File: src/rtl/dclp_pkg.sv
// dclp_pkg: shared types, constants and helper functions of the normal-diff
// command line parser. No dependencies.
package dclp_pkg;

    localparam int NUM_BITS = 32;            // signed width of one parsed number
    localparam int OUT_BITS = 32;            // width of the number fields on the ports
    localparam int WIDE_BITS = NUM_BITS + 4; // room for acc * 10 + digit

    localparam int Q_DEPTH = 4;
    localparam int Q_AW = $clog2(Q_DEPTH);
    localparam int Q_CW = $clog2(Q_DEPTH + 1);

    typedef logic [NUM_BITS-1:0] num_t;

    // saturation limit of the magnitude: 2^(NUM_BITS-1)
    localparam num_t MAG_CAP = num_t'(1) << (NUM_BITS - 1);

    typedef enum logic [1:0] {
        CMD_ADD    = 2'd0,
        CMD_CHANGE = 2'd1,
        CMD_DELETE = 2'd2
    } cmd_t;

    typedef enum logic [3:0] {
        CL_DIGIT,
        CL_SPACE,
        CL_PLUS,
        CL_MINUS,
        CL_COMMA,
        CL_CMD_A,
        CL_CMD_C,
        CL_CMD_D,
        CL_OTHER
    } cls_t;

    // which of the four numbers is being parsed
    typedef enum logic [1:0] {
        NUM_B1,
        NUM_B2,
        NUM_A1,
        NUM_A2
    } num_sel_t;

    // position inside one number
    typedef enum logic [1:0] {
        SUB_WS,
        SUB_SG,
        SUB_DG
    } sub_t;

    typedef struct packed {
        cls_t       cls;
        logic [3:0] digit;
        logic       line_end;
    } item_t;

    // line state captured at line end, finished by the output stage
    typedef struct packed {
        logic ok_pre;
        logic use_a2;
        num_t acc;
        logic neg;
        num_t hbf;
        num_t hbl;
        cmd_t cmd;
        num_t haf;
    } snap_t;

    // saturated signed value of a magnitude and sign
    function automatic num_t number_value(num_t acc, logic neg);
        num_t res;
        if (neg)
        begin
            res = ~acc + num_t'(1);
        end
        else if (acc == MAG_CAP)
        begin
            res = MAG_CAP - num_t'(1);
        end
        else
        begin
            res = acc;
        end
        return res;
    endfunction

    function automatic logic [OUT_BITS-1:0] to_out(num_t v);
        return OUT_BITS'($signed(v));
    endfunction

endpackage

File: src/rtl/dclp_front.sv
// dclp_front: input side, accepts characters and sorts them into classes.
// Depends on dclp_pkg.
module dclp_front (
    input  logic              in_valid,
    output logic              in_stall,
    input  logic [7:0]        ch,
    input  logic              line_end,
    input  logic              q_full,
    output logic              push,
    output dclp_pkg::item_t   item
);
    import dclp_pkg::*;

    assign in_stall = q_full;
    assign push     = in_valid && !q_full;

    always_comb
    begin
        item.digit    = ch[3:0];
        item.line_end = line_end;
        if (ch >= 8'h30 && ch <= 8'h39)
        begin
            item.cls = CL_DIGIT;
        end
        else if (ch == 8'h20 || (ch >= 8'h09 && ch <= 8'h0d))
        begin
            item.cls = CL_SPACE;
        end
        else if (ch == 8'h2b)
        begin
            item.cls = CL_PLUS;
        end
        else if (ch == 8'h2d)
        begin
            item.cls = CL_MINUS;
        end
        else if (ch == 8'h2c)
        begin
            item.cls = CL_COMMA;
        end
        else if (ch == 8'h61)
        begin
            item.cls = CL_CMD_A;
        end
        else if (ch == 8'h63)
        begin
            item.cls = CL_CMD_C;
        end
        else if (ch == 8'h64)
        begin
            item.cls = CL_CMD_D;
        end
        else
        begin
            item.cls = CL_OTHER;
        end
    end

endmodule

File: src/rtl/dclp_queue.sv
// dclp_queue: short FIFO of classified characters between front and back.
// Depends on dclp_pkg.
module dclp_queue (
    input  logic              clk,
    input  logic              rst_n,
    input  logic              push,
    input  dclp_pkg::item_t   push_item,
    output logic              full,
    input  logic              pop,
    output logic              head_valid,
    output dclp_pkg::item_t   head
);
    import dclp_pkg::*;

    item_t             mem_reg [Q_DEPTH];
    logic [Q_AW-1:0]   wr_ptr_reg, wr_ptr_next;
    logic [Q_AW-1:0]   rd_ptr_reg, rd_ptr_next;
    logic [Q_CW-1:0]   count_reg, count_next;
    logic              do_pop;

    assign full       = (count_reg == Q_CW'(Q_DEPTH));
    assign head_valid = (count_reg != '0);
    assign head       = mem_reg[rd_ptr_reg];
    assign do_pop     = pop && head_valid;

    always_comb
    begin
        wr_ptr_next = push ? wr_ptr_reg + Q_AW'(1) : wr_ptr_reg;
        rd_ptr_next = do_pop ? rd_ptr_reg + Q_AW'(1) : rd_ptr_reg;
        count_next  = count_reg + Q_CW'(push) - Q_CW'(do_pop);
    end

    always_ff @(posedge clk or negedge rst_n)
    begin
        if (!rst_n)
        begin
            wr_ptr_reg <= '0;
            rd_ptr_reg <= '0;
            count_reg  <= '0;
        end
        else
        begin
            wr_ptr_reg <= wr_ptr_next;
            rd_ptr_reg <= rd_ptr_next;
            count_reg  <= count_next;
        end
    end

    always_ff @(posedge clk)
    begin
        if (push)
        begin
            mem_reg[wr_ptr_reg] <= push_item;
        end
    end

endmodule

File: src/rtl/dclp_back.sv
// dclp_back: parse state machine, line-end capture and output register.
// Depends on dclp_pkg.
module dclp_back (
    input  logic                          clk,
    input  logic                          rst_n,
    input  logic                          head_valid,
    input  dclp_pkg::item_t               head,
    output logic                          pop,
    output logic                          out_valid,
    input  logic                          out_stall,
    output logic                          ok,
    output logic [dclp_pkg::OUT_BITS-1:0] before_first,
    output logic [dclp_pkg::OUT_BITS-1:0] before_last,
    output logic [1:0]                    command,
    output logic [dclp_pkg::OUT_BITS-1:0] after_first,
    output logic [dclp_pkg::OUT_BITS-1:0] after_last
);
    import dclp_pkg::*;

    // parse state
    num_sel_t num_reg, num_next, st_num;
    sub_t     sub_reg, sub_next, st_sub;
    logic     failed_reg, failed_next, st_failed;
    num_t     acc_reg, acc_next, st_acc;
    logic     neg_reg, neg_next, st_neg;
    num_t     hbf_reg, hbf_next, st_hbf;
    num_t     hbl_reg, hbl_next, st_hbl;
    cmd_t     cmd_reg, cmd_next, st_cmd;
    num_t     haf_reg, haf_next, st_haf;

    // line-end capture and output stage
    snap_t    snap_reg, snap_next;
    logic     snap_valid_reg, snap_valid_next;
    logic     out_valid_reg, out_valid_next;
    logic     ok_reg, ok_next;
    logic [OUT_BITS-1:0] bf_reg, bf_next, bl_reg, bl_next;
    logic [OUT_BITS-1:0] af_reg, af_next, al_reg, al_next;
    logic [1:0] cmd_out_reg, cmd_out_next;

    logic [WIDE_BITS-1:0] prod;
    logic                 sat;
    num_t                 cur_value;
    logic                 cmd_due;
    logic                 out_free, snap_move, snap_free;
    num_t                 res_v, res_a1;
    logic                 res_ok;

    assign out_free  = !out_valid_reg || !out_stall;
    assign snap_move = snap_valid_reg && out_free;
    assign snap_free = !snap_valid_reg || snap_move;
    assign pop       = head_valid && (!head.line_end || snap_free);

    // acc * 10 + digit, saturating at the magnitude cap
    assign prod = (WIDE_BITS'(acc_reg) << 3) + (WIDE_BITS'(acc_reg) << 1)
                  + WIDE_BITS'(head.digit);
    assign sat       = prod > WIDE_BITS'(MAG_CAP);
    assign cur_value = number_value(acc_reg, neg_reg);

    // one character step
    always_comb
    begin
        st_num    = num_reg;
        st_sub    = sub_reg;
        st_failed = failed_reg;
        st_acc    = acc_reg;
        st_neg    = neg_reg;
        st_hbf    = hbf_reg;
        st_hbl    = hbl_reg;
        st_cmd    = cmd_reg;
        st_haf    = haf_reg;
        cmd_due   = 1'b0;
        if (!failed_reg)
        begin
            if (head.cls == CL_DIGIT)
            begin
                st_acc = sat ? MAG_CAP : prod[NUM_BITS-1:0];
                st_sub = SUB_DG;
            end
            else
            begin
                unique case (sub_reg)
                    SUB_WS:
                    begin
                        if (head.cls == CL_PLUS || head.cls == CL_MINUS)
                        begin
                            st_neg = (head.cls == CL_MINUS);
                            st_sub = SUB_SG;
                        end
                        else if (head.cls != CL_SPACE)
                        begin
                            st_failed = 1'b1;
                        end
                    end
                    SUB_DG:
                    begin
                        unique case (num_reg)
                            NUM_B1:
                            begin
                                st_hbf = cur_value;
                                if (head.cls == CL_COMMA)
                                begin
                                    st_num = NUM_B2;
                                    st_sub = SUB_WS;
                                    st_acc = '0;
                                    st_neg = 1'b0;
                                end
                                else
                                begin
                                    st_hbl  = cur_value;
                                    cmd_due = 1'b1;
                                end
                            end
                            NUM_B2:
                            begin
                                st_hbl  = cur_value;
                                cmd_due = 1'b1;
                            end
                            NUM_A1:
                            begin
                                st_haf = cur_value;
                                if (head.cls == CL_COMMA)
                                begin
                                    st_num = NUM_A2;
                                    st_sub = SUB_WS;
                                    st_acc = '0;
                                    st_neg = 1'b0;
                                end
                                else
                                begin
                                    st_failed = 1'b1;
                                end
                            end
                            default:
                            begin
                                // junk after the last number
                                st_failed = 1'b1;
                            end
                        endcase
                        if (cmd_due)
                        begin
                            st_num = NUM_A1;
                            st_sub = SUB_WS;
                            st_acc = '0;
                            st_neg = 1'b0;
                            unique case (head.cls)
                                CL_CMD_A: st_cmd = CMD_ADD;
                                CL_CMD_C: st_cmd = CMD_CHANGE;
                                CL_CMD_D: st_cmd = CMD_DELETE;
                                default:  st_failed = 1'b1;
                            endcase
                        end
                    end
                    default:
                    begin
                        // non-digit right after a sign
                        st_failed = 1'b1;
                    end
                endcase
            end
        end
    end

    // next state: apply the step, capture and restart at line end
    always_comb
    begin
        num_next        = num_reg;
        sub_next        = sub_reg;
        failed_next     = failed_reg;
        acc_next        = acc_reg;
        neg_next        = neg_reg;
        hbf_next        = hbf_reg;
        hbl_next        = hbl_reg;
        cmd_next        = cmd_reg;
        haf_next        = haf_reg;
        snap_next       = snap_reg;
        snap_valid_next = snap_move ? 1'b0 : snap_valid_reg;
        if (pop)
        begin
            num_next    = st_num;
            sub_next    = st_sub;
            failed_next = st_failed;
            acc_next    = st_acc;
            neg_next    = st_neg;
            hbf_next    = st_hbf;
            hbl_next    = st_hbl;
            cmd_next    = st_cmd;
            haf_next    = st_haf;
            if (head.line_end)
            begin
                snap_next.ok_pre = !st_failed && (st_sub == SUB_DG)
                                   && (st_num == NUM_A1 || st_num == NUM_A2);
                snap_next.use_a2 = (st_num == NUM_A2);
                snap_next.acc    = st_acc;
                snap_next.neg    = st_neg;
                snap_next.hbf    = st_hbf;
                snap_next.hbl    = st_hbl;
                snap_next.cmd    = st_cmd;
                snap_next.haf    = st_haf;
                snap_valid_next  = 1'b1;
                num_next         = NUM_B1;
                sub_next         = SUB_WS;
                failed_next      = 1'b0;
                acc_next         = '0;
                neg_next         = 1'b0;
            end
        end
    end

    // result of a captured line
    always_comb
    begin
        res_v  = number_value(snap_reg.acc, snap_reg.neg);
        res_a1 = snap_reg.use_a2 ? snap_reg.haf : res_v;
        res_ok = snap_reg.ok_pre
                 && !(snap_reg.cmd == CMD_ADD && snap_reg.hbf != snap_reg.hbl)
                 && !(snap_reg.cmd == CMD_DELETE && res_a1 != res_v);
        out_valid_next = out_free ? snap_valid_reg : out_valid_reg;
        ok_next        = ok_reg;
        bf_next        = bf_reg;
        bl_next        = bl_reg;
        cmd_out_next   = cmd_out_reg;
        af_next        = af_reg;
        al_next        = al_reg;
        if (snap_move)
        begin
            ok_next      = res_ok;
            bf_next      = res_ok ? to_out(snap_reg.hbf) : '0;
            bl_next      = res_ok ? to_out(snap_reg.hbl) : '0;
            cmd_out_next = res_ok ? snap_reg.cmd : CMD_ADD;
            af_next      = res_ok ? to_out(res_a1) : '0;
            al_next      = res_ok ? to_out(res_v) : '0;
        end
    end

    always_ff @(posedge clk or negedge rst_n)
    begin
        if (!rst_n)
        begin
            num_reg        <= NUM_B1;
            sub_reg        <= SUB_WS;
            failed_reg     <= 1'b0;
            acc_reg        <= '0;
            neg_reg        <= 1'b0;
            hbf_reg        <= '0;
            hbl_reg        <= '0;
            cmd_reg        <= CMD_ADD;
            haf_reg        <= '0;
            snap_valid_reg <= 1'b0;
            out_valid_reg  <= 1'b0;
        end
        else
        begin
            num_reg        <= num_next;
            sub_reg        <= sub_next;
            failed_reg     <= failed_next;
            acc_reg        <= acc_next;
            neg_reg        <= neg_next;
            hbf_reg        <= hbf_next;
            hbl_reg        <= hbl_next;
            cmd_reg        <= cmd_next;
            haf_reg        <= haf_next;
            snap_valid_reg <= snap_valid_next;
            out_valid_reg  <= out_valid_next;
        end
    end

    always_ff @(posedge clk)
    begin
        snap_reg    <= snap_next;
        ok_reg      <= ok_next;
        bf_reg      <= bf_next;
        bl_reg      <= bl_next;
        cmd_out_reg <= cmd_out_next;
        af_reg      <= af_next;
        al_reg      <= al_next;
    end

    assign out_valid    = out_valid_reg;
    assign ok           = ok_reg;
    assign before_first = bf_reg;
    assign before_last  = bl_reg;
    assign command      = cmd_out_reg;
    assign after_first  = af_reg;
    assign after_last   = al_reg;

endmodule

File: src/rtl/diff_command_line_parser_core.sv
// diff_command_line_parser_core: top level of the normal-diff command parser.
// Depends on dclp_pkg, dclp_front, dclp_queue, dclp_back.
//
//  channel | handshake           | payload
//  --------+---------------------+----------------------------------------------
//  in      | in_valid / in_stall | ch, line_end
//  out     | out_valid/out_stall | ok, before_first, before_last, command,
//          |                     | after_first, after_last
//
// One character per cycle sustained unless the queue is full; the back end retires
// one queued character per cycle with a single multiply-by-ten-and-add, unless a
// line end waits for a free capture register. The result is registered.
// in_stall rises only when the 4-entry character queue is full.
// out_stall holds the result; characters keep flowing until a second captured
// line waits behind it and the next line end reaches the queue head.
// rst_n is asynchronous; no clearing pass.
module diff_command_line_parser_core (
    input  logic                          clk,
    input  logic                          rst_n,
    input  logic                          in_valid,
    output logic                          in_stall,
    input  logic [7:0]                    ch,
    input  logic                          line_end,
    output logic                          out_valid,
    input  logic                          out_stall,
    output logic                          ok,
    output logic [dclp_pkg::OUT_BITS-1:0] before_first,
    output logic [dclp_pkg::OUT_BITS-1:0] before_last,
    output logic [1:0]                    command,
    output logic [dclp_pkg::OUT_BITS-1:0] after_first,
    output logic [dclp_pkg::OUT_BITS-1:0] after_last
);
    import dclp_pkg::*;

    item_t push_item;
    item_t head;
    logic  push;
    logic  q_full;
    logic  head_valid;
    logic  pop;

    dclp_front u_front (
        .in_valid (in_valid),
        .in_stall (in_stall),
        .ch       (ch),
        .line_end (line_end),
        .q_full   (q_full),
        .push     (push),
        .item     (push_item)
    );

    dclp_queue u_queue (
        .clk        (clk),
        .rst_n      (rst_n),
        .push       (push),
        .push_item  (push_item),
        .full       (q_full),
        .pop        (pop),
        .head_valid (head_valid),
        .head       (head)
    );

    dclp_back u_back (
        .clk          (clk),
        .rst_n        (rst_n),
        .head_valid   (head_valid),
        .head         (head),
        .pop          (pop),
        .out_valid    (out_valid),
        .out_stall    (out_stall),
        .ok           (ok),
        .before_first (before_first),
        .before_last  (before_last),
        .command      (command),
        .after_first  (after_first),
        .after_last   (after_last)
    );

endmodule

File: config.mk
export PLATFORM = sky130hd
export DESIGN_NAME = diff_command_line_parser_core
export DESIGN_NICKNAME = d
export VERILOG_FILES = /design/src/rtl/dclp_pkg.sv /design/src/rtl/dclp_front.sv /design/src/rtl/dclp_queue.sv /design/src/rtl/dclp_back.sv /design/src/rtl/diff_command_line_parser_core.sv
export SDC_FILE = /design/constraint.sdc
export NUM_CORES = 1
export LEC_CHECK = 0
export BUFFER_PORTS_ARGS = -buffer_cell sky130_fd_sc_hd__buf_2
export CORE_MARGIN = 2
export CORE_UTILIZATION = 45
export DETAILED_ROUTE_END_ITERATION = 10
export GPL_TIMING_DRIVEN = 0
export PLACE_DENSITY = 0.71
export SYNTH_ARGS = -nofsm -noshare
export SYNTH_HDL_FRONTEND = slang
export SYNTH_SLANG_ARGS = --single-unit
File: constraint.sdc
create_clock -name clk -period 15.2 [get_ports clk]
set_input_delay 2.28 -clock clk [delete_from_list [all_inputs] [get_ports clk]]
set_output_delay 2.28 -clock clk [all_outputs]
set_load 0.03 [all_outputs]
==> metrics.txt <==
status=complete, no violations; R2R Path Start=u_queue.rd_ptr_reg[0]; maximum fanout along the worst path=10; ANT cells=0; WHS Path Cells=2; DR WL/cell=23.36 um; CP Class=flop to flop; syn nets=roughly 2500; async set-reset flop share out of synthesis=between 30% and 40%; post-synth top area share=between 30% and 40%; gpl congestion=a little under 1; clk_lat worst skew=~600 ps; Area contributors post-synth=edfxtp_1 (38%), dfrtp_1 (15%), nand2_1 (6.9%); DR vias/cell=6.142; peak supply drop=roughly 0.11 mV; final setup margin=approximately 8900 ps; Finish-stage setup viols=0; Tightest Pin Transition=roughly 1400 ps; Worst path slowest cell=buf_1; CTS tree=yes; CTS clk-pin slew, worst paths=around 60 ps; max incr delay on CP=610 ps; Worst EP required=about 16000 ps; PD cells=approximately 230 mW/mm2; Die X-Extent=234.5 um; LEAKAGE=10.62 nW; YS warnings=0; starting density of the core=45.50%; Setup crit start kind=flop; share of layout cells above drive strength 1=between 10% and 20%; CTS Buf Count=46; dpl hpwl=59.58 mm; Cell Area, Synth=roughly 0.024 mm2; Hold EP=u_back.haf_reg[25]; vias in the first global route=roughly 20000; Seq cells post-synth=about 450; fin crit share=roughly two fifths; initial DRC count=around 2300; max reg flops=approximately 130; CTS root buf=clkbuf_16; Rel. slew slack=between 7 and 8%; arrival time worst endpoint=~6600 ps; critical path endpoint category=flop; Post-Synthesis Cells=around 2400; Die H=approximately 230 um; design area=approximately 0.027 mm2; final wirelength=78.12 mm; Hold WC Path Type=flop to flop; Avg Inst Size Synth=between 9 and 10 um2; Setup Buffers After CTS=0; initial antenna violation count=0; min Tclk post-route=around 6300 ps; drt pass-1 iters=6; unrepaired setup endpoints after global routing=false; fmax=159.1 MHz; CP Cell Sequence=buf_1 > mux4_2 > inv_1 > fa_1 > fa_1 > nor2b_1 > o2111ai_1 > a2111oi_0 > nor3_1 > a21oi_1 > mux2_2 > a311o_1 > clkbuf_1 > clkbuf_1 > buf_1 > o41ai_1; number of synthesized flops with an enable pin=300; count of final hold-check violations=0; gr ovfl total=0; cell depth of the worst flop-to-flop path=16; Max Root-Sink Buffers=3; Post-Place Setup Slack=roughly 9000 ps; register area share after synthesis=between 50% and 60%; DR vias=approximately 21000; placed instance area=about 0.026 mm2; NumNets Final=about 2700; Num Clock Sinks=~450; cts-stage hold buffer count=0; Total Routing Usage GR=between 20% and 30%; die area=0.05500 mm2; DRC=0; unique cell type count in the Yosys netlist=82; I/O pins=about 150; Clock Skews=roughly 36 ps; PortBufs=roughly 150; top_reg_cell synth=edfxtp_1; max-slew violations=0; RR Endpoint=u_back.snap_reg[100]; flop-to-flop setup slack=around 8900 ps; row cnt=84; CORE AREA=approximately 0.053 mm2; Layout area overhead=13.96%; fillers=4689; Routed Antenna Nets=0; H-Tree Depth=2; max_cap viols=0; hold path start=u_back.haf_reg[25]; first-pass GRT wire length=between 100 and 150 mm; setup TNS=0 ps; area leader, netlist=edfxtp_1; largest net degree at the start of global routing=slightly above 90; PostCTS Resize Cnt=0
==> how the worst max path moves through the flow <==
stage | from | to | slack, ps
4_1_cts | u_queue.rd_ptr_reg[0] | u_back.snap_reg[100] | 8920
3_5_place_dp | u_queue.rd_ptr_reg[0] | u_back.snap_reg[100] | 9010
2_1_floorplan | out_stall | u_back.after_first[0] | 2670
6_report | u_queue.rd_ptr_reg[0] | u_back.snap_reg[100] | 8910
5_1_grt | u_queue.rd_ptr_reg[0] | u_back.snap_reg[100] | 8460
3_3_place_gp | out_stall | u_back.after_first[28] | -110
==> critical path: cells and delay by family, from the launching register on <==
| family | cells | cell delay (ps) |
|---|---|---|
| buffers and inverters | 5 | 1470 |
| multiplexers | 2 | 960 |
| AO/OA/AOI/OAI | 5 | 1910 |
| flip-flops | 1 | 360 |
| adder cells (fa/ha/maj) | 2 | 930 |
| AND/OR/NAND/NOR | 2 | 360 |
==> synth_stat cells, types with 6 or more instances <==
library cell,number
ha_1,71
or2_2,12
nand2b_1,25
o22ai_1,12
a311oi_1,8
nand3b_1,12
edfxtp_1,300
a32oi_1,9
xor2_1,40
a21o_1,20
a31oi_1,22
nand4_1,31
o21ai_0,266
nor2_1,210
nor3_1,58
dfrtp_1,145
o21a_1,9
buf_2,15
o211ai_1,10
nor4_1,39
a32o_1,8
clkbuf_1,142
o221ai_1,7
nand3_1,31
and2_1,11
xnor2_1,48
o41ai_1,62
mux2_2,7
a211oi_1,9
and3_1,7
buf_1,6
mux4_2,9
mux2i_1,8
or4_1,14
o31ai_1,18
a21oi_1,90
a2111oi_2,13
or3_1,14
nor2b_1,13
inv_1,54
nand2_1,437
==> stage by stage <==
step	std cells	hold slack, ps	utilization, %	power (mW)
after global placement	3251	460.6	48.52	5.084
after CTS	3345	481.9	51.86	6.215
after floorplan	2418	449.7	-	4.098
final	3345	480.2	51.86	6.267
after global routing	3345	501.5	51.86	6.578
after detailed placement	3259	469.7	48.88	5.056
==> power by group <==
group          leakage [nW]  switching (mW)  internal, mW
Sequential             4.85           0.369          1.95
Clock                 0.764           0.480         0.676
Combinational          5.00            2.01         0.785
Total                  10.6            2.85          3.41
==> placed cells by master (no fill, tap or decap), drive strengths merged, types with 14 or more instances in the layout <==
master / instances
nand2: 437
edfxtp: 300
o21ai: 266
nor2: 210
clkbuf: 207
buf: 176
dfrtp: 145
a21oi: 90
ha: 71
o41ai: 62
nor3: 59
inv: 57
xnor2: 48
xor2: 40
nor4: 39
nand4: 31
nand3: 31
nand2b: 25
a31oi: 22
a21o: 20
o31ai: 18
a2111oi: 16
or3: 15
clkinv: 15
or4: 14
==> final cells by class <==
type,instances,area [um2],share of cell area [%]
flip-flops and latches,445,12640,46.37
multi-input cells,1752,10430,38.28
inverters,56,210.2,0.7714
plain buffers,165,653.1,2.397
well taps,688,860.8,3.159
repair buffers,153,894.6,3.283
clock buffers,65,1314,4.821
clock inverters,21,249.0,0.9137
==> metal layers <==
| layer | routed length [um] | vias up | global-route usage (%) |
|---|---|---|---|
| met5 | 0 | - | 0 |
| met4 | 3178 | 0 | 10.99 |
| met3 | 6273 | 181 | 4.918 |
| met2 | 36150 | 1024 | 44.90 |
| met1 | 32520 | 10030 | 38.71 |
| li1 | - | 9314 | - |
==> cell families after synthesis <==
logic type / after synthesis / share of synthesized area [%]
and+or+nand+nor: 936 / 17.62
DFF: 445 / 52.85
muxes: 24 / 1.512
buffers and inverters: 221 / 3.595
adders and majority gates: 74 / 3.966
AOI/OAI and AO/OA: 630 / 17.24
xor gates and xnor gates: 88 / 3.223
Note: power is estimated with default switching activity, not from simulation.
